<file path="src/hdl/ase_pkg.sv">
`timescale 1ns / 1ps

package ase_pkg;

  localparam int unsigned PairsWidth = 10;
  localparam int unsigned DenomWidth = 12;
  localparam int unsigned PcWidth    = 4;

  localparam logic [PairsWidth-1:0] TermPairsReset = 10'd32;

  // Step addresses of the microprogram
  localparam logic [PcWidth-1:0] PC_IDLE  = 4'd0;
  localparam logic [PcWidth-1:0] PC_TEST  = 4'd1;
  localparam logic [PcWidth-1:0] PC_MUL0  = 4'd2;
  localparam logic [PcWidth-1:0] PC_MUL1  = 4'd3;
  localparam logic [PcWidth-1:0] PC_DIVS  = 4'd4;
  localparam logic [PcWidth-1:0] PC_MUL2  = 4'd5;
  localparam logic [PcWidth-1:0] PC_MUL3  = 4'd6;
  localparam logic [PcWidth-1:0] PC_DIVA  = 4'd7;
  localparam logic [PcWidth-1:0] PC_EMIT  = 4'd8;

  typedef enum logic [2:0] {
    OP_IDLE,
    OP_TEST,
    OP_MUL,
    OP_DIV,
    OP_EMIT
  } op_e;

  typedef enum logic [1:0] {
    COND_NEXT,
    COND_ALWAYS,
    COND_DONE
  } cond_e;

  typedef struct packed {
    op_e                op;
    cond_e              cond;
    logic               sub;
    logic               bump_k;
    logic [PcWidth-1:0] target;
  } ctrl_t;

  function automatic ctrl_t ctrl_word(input logic [PcWidth-1:0] pc);
    ctrl_t cw;
    cw = '{op: OP_IDLE, cond: COND_NEXT, sub: 1'b0, bump_k: 1'b0, target: PC_IDLE};
    unique case (pc)
      PC_IDLE: cw = '{op: OP_IDLE, cond: COND_NEXT,   sub: 1'b0, bump_k: 1'b0,
                      target: PC_IDLE};
      PC_TEST: cw = '{op: OP_TEST, cond: COND_DONE,   sub: 1'b0, bump_k: 1'b0,
                      target: PC_EMIT};
      PC_MUL0: cw = '{op: OP_MUL,  cond: COND_NEXT,   sub: 1'b0, bump_k: 1'b0,
                      target: PC_IDLE};
      PC_MUL1: cw = '{op: OP_MUL,  cond: COND_NEXT,   sub: 1'b0, bump_k: 1'b0,
                      target: PC_IDLE};
      PC_DIVS: cw = '{op: OP_DIV,  cond: COND_NEXT,   sub: 1'b1, bump_k: 1'b0,
                      target: PC_IDLE};
      PC_MUL2: cw = '{op: OP_MUL,  cond: COND_NEXT,   sub: 1'b0, bump_k: 1'b0,
                      target: PC_IDLE};
      PC_MUL3: cw = '{op: OP_MUL,  cond: COND_NEXT,   sub: 1'b0, bump_k: 1'b0,
                      target: PC_IDLE};
      PC_DIVA: cw = '{op: OP_DIV,  cond: COND_ALWAYS, sub: 1'b0, bump_k: 1'b1,
                      target: PC_TEST};
      PC_EMIT: cw = '{op: OP_EMIT, cond: COND_ALWAYS, sub: 1'b0, bump_k: 1'b0,
                      target: PC_IDLE};
      default: cw = '{op: OP_IDLE, cond: COND_ALWAYS, sub: 1'b0, bump_k: 1'b0,
                      target: PC_IDLE};
    endcase
    return cw;
  endfunction

endpackage

</file>
<file path="src/hdl/arctan_series_evaluator_top.sv">
`timescale 1ns / 1ps

// Channel  | Dir | Handshake                       | Payload
// ---------+-----+---------------------------------+---------------------------------------
// s_axis   | in  | s_axis_tvalid_i/s_axis_tready_o | tdata[31:0] = x_value (Q2.30)
// m_axis   | out | m_axis_tvalid_o/m_axis_tready_i | tdata[31:0] = arctan_value, tuser[0] =
//          |     |                                 | range_error
// cfg      | in  | cfg_we_i                        | cfg_wdata_i[9:0] = term_pairs
//
// Each of the term_pairs pairs runs four shift-add multiplies and two restoring
// divides on one bit per cycle, stepped by a microprogram.
// Reset clears the sequencer and loads term_pairs with 32.
// The result waits in an output register; the next x is taken meanwhile, and
// the emit step holds only if that register is still full.

module arctan_series_evaluator_top #(
  parameter int unsigned FRACTION_BITS = 30
) (
  input  logic        clk_i,
  input  logic        rst_ni,
  input  logic        s_axis_tvalid_i,
  output logic        s_axis_tready_o,
  input  logic [31:0] s_axis_tdata_i,   // [31:0] x_value
  output logic        m_axis_tvalid_o,
  input  logic        m_axis_tready_i,
  output logic [31:0] m_axis_tdata_o,   // [31:0] arctan_value
  output logic [0:0]  m_axis_tuser_o,   // [0] range_error
  input  logic        cfg_we_i,
  input  logic [9:0]  cfg_wdata_i
);

  localparam int unsigned W  = FRACTION_BITS + 1;
  localparam int unsigned CW = $clog2(W + 1);
  localparam int unsigned PW = ase_pkg::PairsWidth;
  localparam int unsigned DW = ase_pkg::DenomWidth;

  ase_pkg::ctrl_t cw;

  logic [ase_pkg::PcWidth-1:0] pc_q, pc_d;
  logic                        busy_q, busy_d;
  logic [CW-1:0]               cnt_q, cnt_d;
  logic [PW-1:0]               k_q, k_d;
  logic [PW-1:0]               term_pairs_q, term_pairs_d;
  logic [DW-1:0]               denom_q, denom_d;
  logic                        out_valid_q, out_valid_d;

  logic          neg_q, neg_d;
  logic          flag_q, flag_d;
  logic [W-1:0]  ax_q, ax_d;
  logic [W-1:0]  p_q, p_d;
  logic [W-1:0]  sum_q, sum_d;
  logic [W:0]    acc_q, acc_d;
  logic [W-1:0]  sh_q, sh_d;
  logic [DW-1:0] rem_q, rem_d;
  logic [31:0]   out_data_q, out_data_d;
  logic          out_flag_q, out_flag_d;

  logic signed [31:0] x_s;
  logic [31:0]        x_neg;
  logic               over_hi, over_lo;
  logic [30:0]        mag;
  logic [W+30:0]      ax_ext;
  logic [W+30:0]      res_ext;
  logic [30:0]        res_mag;
  logic [W:0]         acc_sum;
  logic [DW:0]        trial;
  logic               qbit;
  logic               step_done;
  logic               take_jump;

  assign cw = ase_pkg::ctrl_word(pc_q);

  assign x_s     = s_axis_tdata_i;
  assign x_neg   = 32'(-x_s);
  assign over_hi = x_s > 32'sh4000_0000;
  assign over_lo = x_s < -32'sh4000_0000;
  assign mag     = (over_hi || over_lo) ? 31'h4000_0000
                 : (x_s[31] ? x_neg[30:0] : s_axis_tdata_i[30:0]);
  // Q2.30 magnitude scaled to FRACTION_BITS: mag * 2^W >> 31
  assign ax_ext  = {mag, {W{1'b0}}};

  // Internal sum scaled back to 30 fraction bits: sum * 2^31 >> W
  assign res_ext = {sum_q, 31'b0};
  assign res_mag = res_ext[W+30:W];

  assign acc_sum = acc_q + (sh_q[0] ? {1'b0, ax_q} : '0);
  assign trial   = {rem_q, sh_q[W-1]};
  assign qbit    = trial >= {1'b0, denom_q};

  assign s_axis_tready_o = cw.op == ase_pkg::OP_IDLE;
  assign m_axis_tvalid_o = out_valid_q;
  assign m_axis_tdata_o  = out_data_q;
  assign m_axis_tuser_o  = out_flag_q;

  always_comb begin
    pc_d         = pc_q;
    busy_d       = busy_q;
    cnt_d        = cnt_q;
    k_d          = k_q;
    term_pairs_d = term_pairs_q;
    denom_d      = denom_q;
    out_valid_d  = out_valid_q;
    neg_d        = neg_q;
    flag_d       = flag_q;
    ax_d         = ax_q;
    p_d          = p_q;
    sum_d        = sum_q;
    acc_d        = acc_q;
    sh_d         = sh_q;
    rem_d        = rem_q;
    out_data_d   = out_data_q;
    out_flag_d   = out_flag_q;
    step_done    = 1'b0;

    if (cfg_we_i) begin
      term_pairs_d = cfg_wdata_i;
    end

    if (out_valid_q && m_axis_tready_i) begin
      out_valid_d = 1'b0;
    end

    unique case (cw.op)
      ase_pkg::OP_IDLE: begin
        if (s_axis_tvalid_i) begin
          neg_d     = x_s[31];
          flag_d    = over_hi || over_lo;
          ax_d      = ax_ext[W+30:31];
          p_d       = ax_ext[W+30:31];
          sum_d     = ax_ext[W+30:31];
          denom_d   = DW'(1);
          k_d       = '0;
          step_done = 1'b1;
        end
      end
      ase_pkg::OP_TEST: begin
        step_done = 1'b1;
      end
      ase_pkg::OP_MUL: begin
        if (!busy_q) begin
          busy_d = 1'b1;
          cnt_d  = '0;
          acc_d  = '0;
          sh_d   = p_q;
        end else if (cnt_q != CW'(FRACTION_BITS)) begin
          // low fraction bits of p: add, shift right
          acc_d = acc_sum >> 1;
          sh_d  = sh_q >> 1;
          cnt_d = cnt_q + 1'b1;
        end else begin
          // top bit of p carries weight one
          p_d       = acc_sum[W-1:0];
          busy_d    = 1'b0;
          step_done = 1'b1;
        end
      end
      ase_pkg::OP_DIV: begin
        if (!busy_q) begin
          busy_d  = 1'b1;
          cnt_d   = '0;
          rem_d   = '0;
          sh_d    = p_q;
          denom_d = denom_q + DW'(2);
        end else if (cnt_q != CW'(W)) begin
          rem_d = qbit ? DW'(trial - {1'b0, denom_q}) : trial[DW-1:0];
          sh_d  = {sh_q[W-2:0], qbit};
          cnt_d = cnt_q + 1'b1;
        end else begin
          sum_d     = cw.sub ? sum_q - sh_q : sum_q + sh_q;
          k_d       = cw.bump_k ? k_q + 1'b1 : k_q;
          busy_d    = 1'b0;
          step_done = 1'b1;
        end
      end
      ase_pkg::OP_EMIT: begin
        if (!out_valid_q || m_axis_tready_i) begin
          out_valid_d = 1'b1;
          out_data_d  = neg_q ? 32'(-{1'b0, res_mag}) : {1'b0, res_mag};
          out_flag_d  = flag_q;
          step_done   = 1'b1;
        end
      end
      default: begin
        step_done = 1'b1;
      end
    endcase

    take_jump = (cw.cond == ase_pkg::COND_ALWAYS)
             || (cw.cond == ase_pkg::COND_DONE && k_q == term_pairs_q);
    if (step_done) begin
      pc_d = take_jump ? cw.target : pc_q + 1'b1;
    end
  end

  always_ff @(posedge clk_i or negedge rst_ni) begin
    if (!rst_ni) begin
      pc_q         <= ase_pkg::PC_IDLE;
      busy_q       <= 1'b0;
      cnt_q        <= '0;
      k_q          <= '0;
      term_pairs_q <= ase_pkg::TermPairsReset;
      denom_q      <= DW'(1);
      out_valid_q  <= 1'b0;
    end else begin
      pc_q         <= pc_d;
      busy_q       <= busy_d;
      cnt_q        <= cnt_d;
      k_q          <= k_d;
      term_pairs_q <= term_pairs_d;
      denom_q      <= denom_d;
      out_valid_q  <= out_valid_d;
    end
  end

  always_ff @(posedge clk_i) begin
    neg_q      <= neg_d;
    flag_q     <= flag_d;
    ax_q       <= ax_d;
    p_q        <= p_d;
    sum_q      <= sum_d;
    acc_q      <= acc_d;
    sh_q       <= sh_d;
    rem_q      <= rem_d;
    out_data_q <= out_data_d;
    out_flag_q <= out_flag_d;
  end

  a_denom_odd: assert property (@(posedge clk_i) disable iff (!rst_ni) denom_q[0])
    else $error("denominator lost its odd value");

  a_busy_op: assert property (@(posedge clk_i) disable iff (!rst_ni)
    busy_q |-> (cw.op == ase_pkg::OP_MUL || cw.op == ase_pkg::OP_DIV))
    else $error("serial unit busy outside a multiply or divide step");

  a_cnt_range: assert property (@(posedge clk_i) disable iff (!rst_ni)
    cnt_q <= CW'(W))
    else $error("bit counter past word width");

  a_emit_valid: assert property (@(posedge clk_i) disable iff (!rst_ni)
    (cw.op == ase_pkg::OP_EMIT && step_done) |=> m_axis_tvalid_o)
    else $error("emit step did not raise result valid");

endmodule

</file>
<file path="config.mk">
export PLATFORM = sky130hd
export DESIGN_NAME = arctan_series_evaluator_top
export DESIGN_NICKNAME = d
export VERILOG_FILES = /design/src/hdl/ase_pkg.sv /design/src/hdl/arctan_series_evaluator_top.sv
export SDC_FILE = /design/constraint.sdc
export NUM_CORES = 1
export LEC_CHECK = 0
export BUFFER_PORTS_ARGS = -buffer_cell sky130_fd_sc_hd__buf_4
export CORE_MARGIN = 2
export CORE_UTILIZATION = 55
export DETAILED_ROUTE_END_ITERATION = 7
export PLACE_DENSITY_LB_ADDON = 0.25
export SLEW_MARGIN = 30
export SYNTH_ARGS = -nofsm -noshare
export SYNTH_HDL_FRONTEND = slang
export SYNTH_SLANG_ARGS = --single-unit
</file>
<file path="constraint.sdc">
create_clock -name clk_i -period 9.05 [get_ports clk_i]
set_clock_uncertainty 0.1 [all_clocks]
set_input_delay 1.3575 -clock clk_i [delete_from_list [all_inputs] [get_ports clk_i]]
set_output_delay 1.3575 -clock clk_i [all_outputs]
set_load 0.02 [all_outputs]
</file>
# Yosys cells after proc, flatten, opt, wreduce, memory -nomap -nowiden
# Memories as Yosys holds them, arrays and structs flattened.
# Cells that the tools add are included.
dict set report op_classes {
  eq_ne 19
  n_mux 49
  magnitude_cmp 3
  n_addsub 10
  reduce_logical 19
}
# operator count
set op_table {}
lappend op_table {{two-way mux 31 bit} 15}
lappend op_table {{case mux 31 bit (2 select lines)} 3}
lappend op_table {{two-way mux 12 bit} 4}
lappend op_table {{two-way mux 10 bit} 4}
lappend op_table {{adder 31 x 31 -> 32 bit} 1}
lappend op_table {{> comparator 32 bit (second input constant)} 1}
lappend op_table {{< comparator 32 x 31 -> 1 bit (second input constant)} 1}
lappend op_table {{negation 31 -> 32 bit} 1}
lappend op_table {{adder 31 bit} 1}
lappend op_table {{negation 31 bit} 1}
lappend op_table {{subtractor 31 bit} 1}
lappend op_table {{case mux 12 bit (2 select lines)} 1}
lappend op_table {{two-way mux 5 bit} 4}
lappend op_table {{case mux 10 bit (2 select lines)} 1}
lappend op_table {{inequality test 2 bit (second input constant)} 7}
lappend op_table {{>= comparator 13 x 12 -> 1 bit} 1}
lappend op_table {{two-way mux 1 bit} 13}
lappend op_table {{adder 12 x 2 -> 12 bit (second input constant)} 1}
lappend op_table {{subtractor 12 bit} 1}
lappend op_table {{adder 10 x 1 -> 10 bit (second input constant)} 1}
lappend op_table {{== test 10 bit} 1}
lappend op_table {{inequality test 5 bit (second input constant)} 2}
lappend op_table {{case mux 5 bit (2 select lines)} 1}
lappend op_table {{AND reduction 2 bit} 4}
lappend op_table {{other kinds (19)} 29}
dict set report totals {
  register_bits 245
  romBits 144
  mem_count 1
}
# memory words width rd rd_ports_with_merged_regs write_ports line
set mem_list {}
lappend mem_list {{(no name shown)} 16 9 1 0 0 ase_pkg.sv:47} ;# unique case (pc)

# Longest topological paths before layout
dict set report logic_depth {
  ltp_word 5
  depth_mapped 18
  mapped_depth_nobuf 16
}

# Least setup slack after synthesis
# Ideal clock, no wire load.
dict set report synth_timing {
  path_kind {input to register}
  start {in m_axis_tready_i}
  end {reg pc_q[0] in the netlist's numbering}
  setup_slack_ps 4799
  required_time_ps 8863
  setup_time_ps 87
  stages 5
  path_buffers 0
  arrival_time_ps 4065
  path_cell_list {inv_1 -> a21oi_1 -> a211o_1 -> or4b_2 -> o211ai_1}
}
dict set report synth_via {
  elab_chain_len 3
}
# element line
set synth_rtl {}
lappend synth_rtl {{from (decl)} arctan_series_evaluator_top.sv:25} ;# input logic m_axis_tready_i,
lappend synth_rtl {{logical OR 1 bit} arctan_series_evaluator_top.sv:176} ;# if (!out_valid_q || m_axis_tready_i) begin
lappend synth_rtl {{two-way mux 1 bit} arctan_series_evaluator_top.sv:176}
lappend synth_rtl {{case mux 1 bit (4 select lines)} arctan_series_evaluator_top.sv:123} ;# unique case (cw.op)
lappend synth_rtl {{to (signal assigned)} arctan_series_evaluator_top.sv:197} ;# pc_q <= ase_pkg::PC_IDLE;
lappend synth_rtl {{to (signal assigned)} arctan_series_evaluator_top.sv:205} ;# pc_q <= pc_d;
lappend synth_rtl {{to (decl)} arctan_series_evaluator_top.sv:39} ;# logic [ase_pkg::PcWidth-1:0] pc_q, pc_d;
# Every way passes these cells.
# A chain may end at the register's enable or synchronous reset.

# Final worst setup path
dict set report layout_timing {
  start {reg sh_q[0]}
  end {reg sum_q[30], in the netlist res_mag[30], data pin}
}
dict set report layout_via {
  elab_chain_len 5
  elab_cells_between_ends 6
  classes_between {add/sub: 2; mux: 4}
}
# element line
set layout_rtl {}
lappend layout_rtl {{from (decl)} arctan_series_evaluator_top.sv:53} ;# logic [W-1:0] sh_q, sh_d;
lappend layout_rtl {{from (signal assigned)} arctan_series_evaluator_top.sv:222} ;# sh_q <= sh_d;
lappend layout_rtl {{adder 31 bit or subtractor 31 bit (tied branches)} arctan_series_evaluator_top.sv:169} ;# sum_d = cw.sub ? sum_q - sh_q : sum_q + sh_q;
lappend layout_rtl {{two-way mux 31 bit (*)} arctan_series_evaluator_top.sv:169}
lappend layout_rtl {{two-way mux 31 bit (*)} arctan_series_evaluator_top.sv:164} ;# end else if (cnt_q != CW'(W)) begin
lappend layout_rtl {{two-way mux 31 bit (*)} arctan_series_evaluator_top.sv:158} ;# if (!busy_q) begin
lappend layout_rtl {{case mux 31 bit (2 select lines) (*)} arctan_series_evaluator_top.sv:123}
lappend layout_rtl {{net sum_d[30]} arctan_series_evaluator_top.sv:51} ;# logic [W-1:0] sum_q, sum_d;
lappend layout_rtl {{to (signal assigned)} arctan_series_evaluator_top.sv:220} ;# sum_q <= sum_d;
lappend layout_rtl {{to (decl)} arctan_series_evaluator_top.sv:51}
# Mark *: on every way through the listed nets, which the timed path passes. The rest lies on a longest branch. The select of a mux whose other input is x is not followed.

==> flow_metrics.env <==
export IMPL_status="complete, no violations"
export IMPL_dp_hpwl_mm=27.99
export IMPL_grt_pass1_wl_mm=62.14
export IMPL_cts_root_buf="clkbuf_16"
export IMPL_synthToLayoutAreaGrowth_pct=11.68
export IMPL_intPower_mw=3.840
export IMPL_fin_ws_ps=4127
export IMPL_layout_common_cells="217 x nand2_1, 202 x edfxtp_1, 144 x nor2_1, 99 x o21ai_0, 96 x buf_4"
export IMPL_use_met2_pct=38.32
export IMPL_syn_instance_count=1670
export IMPL_start_util_pct=55.94
export IMPL_required_ps=9350
export IMPL_ys_dominant_reg_cell="edfxtp_1"
export IMPL_slew_viol_final=0
export IMPL_ys_warn_count=0
export IMPL_grt_start_max_net_pins=92
export IMPL_slew_headroom_pct=37.96
export IMPL_ys_types=65
export IMPL_pre_cts_slack_ps=4236
export IMPL_antennaDiodeCount=0
export IMPL_fmax_ghz=0.2031
export IMPL_h_tree_depth=1
export IMPL_ant_nets=0
export IMPL_clk_insertion_delay_late_ps=540
export IMPL_antenna_found_initial=0
export IMPL_cpMaxStageDelayCell="edfxtp_1"
export IMPL_critPathCaptureType="flop"
export IMPL_coreArea_sq_um=28700
export IMPL_fin_util_pct=62.47
export IMPL_std_cell_rows=62
export IMPL_ys_seq_elements=245
export IMPL_cellLeakagePower_nw=7.221
export IMPL_cts_tree="yes"
export IMPL_portBuffers=81
export IMPL_async_flop_share_pct=17.55
export IMPL_crit_path_max_incr_delay_ps=630
export IMPL_clkSlewWorstSetupHoldPaths_ps=60
export IMPL_fin_area_sq_um=17930
export IMPL_tns_ps=0
export IMPL_synth_area_sq_um=16060
export IMPL_final_cells=2132
export IMPL_chipHeight_um=174.9
export IMPL_crit_fanout=15
export IMPL_post_cts_setup_buffers=0
export IMPL_cp_cell_sequence="inv_1 > ha_1 > nand3b_1 > or3_1 > o21ai_0 > xor2_1 > ha_1 > and3_1 > nor3b_1 > o2111ai_1 > a31oi_1 > o211a_1 > o2111ai_1 > or4_1 > nand3_1"
export IMPL_p_seq_share_pct=31.8
export IMPL_grt_use_met3_pct=2.937
export IMPL_busiest_layer="met1"
export IMPL_vdd_ir_drop_max_mv=0.1807
export IMPL_post_cts_resized=0
export IMPL_grt_usage_pct=25.11
export IMPL_p_per_area_nw_per_um2=372.6
export IMPL_power_frac_clock_pct=16.2
export IMPL_cp_start_kind="flop"
export IMPL_synth_nets=1805
export IMPL_met1_usage_pct=38.41
export IMPL_power_mw=6.680
export IMPL_fin_nets=1865
export IMPL_clockBufferDepth=3
export IMPL_rsz0062_at_grt="no"
export IMPL_gp_congestion=0.9422
export IMPL_vias_per_cell=6.010
export IMPL_placed_cells=2085
export IMPL_ys_seq_area_share_pct=44.50
export IMPL_combPwrFrac_pct=52.0
export IMPL_cts_hold_buf=0
export IMPL_setup_viol=0
export IMPL_tightest_slew_ps=930.6
export IMPL_numCtsBuffers=27
export IMPL_mostFrequentLayoutCell="nand2_1"
export IMPL_io_pins=82
export IMPL_post_drt_wl_per_cell_um=18.09
export IMPL_drtPass1Iterations=5
export IMPL_fin_crit_sh_pct=54.40
export IMPL_grt_overflow=0
export IMPL_route_detailed_drc=0
export IMPL_maxCapViolations=0
export IMPL_power_switching_mw=2.841
export IMPL_holdWs_ps=338.8
export IMPL_grt_pass1_vias=11947
export IMPL_cts_sinks=245
export IMPL_dieWidth_um=174.9
export IMPL_die_area_sq_um=30570
export IMPL_hp_class="flop to flop"
export IMPL_drtIter0Drc=1280
export IMPL_hold_violations=0
export IMPL_wl_mm=38.58
export IMPL_worstSetupPathType="flop to flop"
export IMPL_crit_family="simple AND/OR/NAND/NOR gates"
export IMPL_synth_edff_count=202
export IMPL_critPathArrivalTime_ps=5220
export IMPL_layout_drive_gt1_share_pct=11.10
export IMPL_syn_mean_instance_area_sq_um=9.614
export IMPL_vias=12813
export IMPL_place_area_sq_um=17070
export IMPL_p_sw_share_pct=42.52
export IMPL_fin_crit_ps=4923
export IMPL_crit_buf_inv=1
-- cells in the mapped netlist, types with 41 or more instances --
library cell | instances | share of area (%)
a21oi_1 | 82 | 2.6
and2_1 | 55 | 2.1
clkbuf_1 | 60 | 1.4
dfrtp_1 | 41 | 6.4
edfxtp_1 | 202 | 38
ha_1 | 85 | 6.6
inv_1 | 58 | 1.4
nand2_1 | 217 | 5.1
nor2_1 | 144 | 3.4
o21ai_0 | 99 | 3.1
xnor2_1 | 92 | 5.0
xor2_1 | 68 | 3.7
-- state kept, by name, indices dropped and copies added (netlist names) --
signal and count:
m_axis_tdata_o 32, acc_q 31, ax_q 31, p_q 31, res_mag 31, sh_q 31, denom_q 12, rem_q 12
k_q 10, term_pairs_q 10, cnt_q 5, pc_q 4, busy_q 1, flag_q 1, m_axis_tuser_o 1, m_axis_tvalid_o 1
neg_q 1
-- power groups by stage --
stage | Combinational (mW) | Clock, mW | Sequential, mW
6_report | 3.47 | 1.08 | 2.13
5_1_grt | 3.85 | 1.14 | 2.18
3_3_place_gp | 3.35 | 0 | 2.14
3_5_place_dp | 3.41 | 0 | 2.14
4_1_cts | 3.43 | 1.09 | 2.12
2_1_floorplan | 2.57 | 0 | 2.10
-- per-layer routing --
layer  wire length [um]  vias to the layer above
li1                   -                     6187
met1              18190                     6083
met2              16740                      477
met3               2871                       66
met4                776                        0
met5                  0                        -
-- area by class of cell --
type,instances,area [sq um]
clock buffer,38,768.2
sequential,245,7146
clock inverter,9,91.34
inverter,58,217.7
fill,2404,10770
timing repair buffer,97,732.0
multi-input combinational,1301,8496
tap,384,480.5
-- worst paths after layout --
| check | start | end | slack [ps] | cells after the start |
|---|---|---|---|---|
| worst min register to register | flag_q | m_axis_tuser_o | 340 | 0 |
| max in group asynchronous | rst_ni | busy_q | 7750 | 1 |
| worst max register to register | sh_q[0] | res_mag[30] | 4130 | 15 |
| min in group asynchronous | rst_ni | cnt_q[3] | 700 | 1 |
| worst max-delay path | sh_q[0] | res_mag[30] | 4130 | 15 |
| worst min-delay path | flag_q | m_axis_tuser_o | 340 | 0 |
-- cells by family after synthesis --
family	share of synthesized area, %
and+or+nand+nor	18.68
AOI/OAI and AO/OA	15.82
DFF	44.50
xor gates and xnor gates	8.728
buffers and inverters	2.899
adders and majority gates	6.998
muxes	2.377
Note: power is estimated with default switching activity, not from simulation.
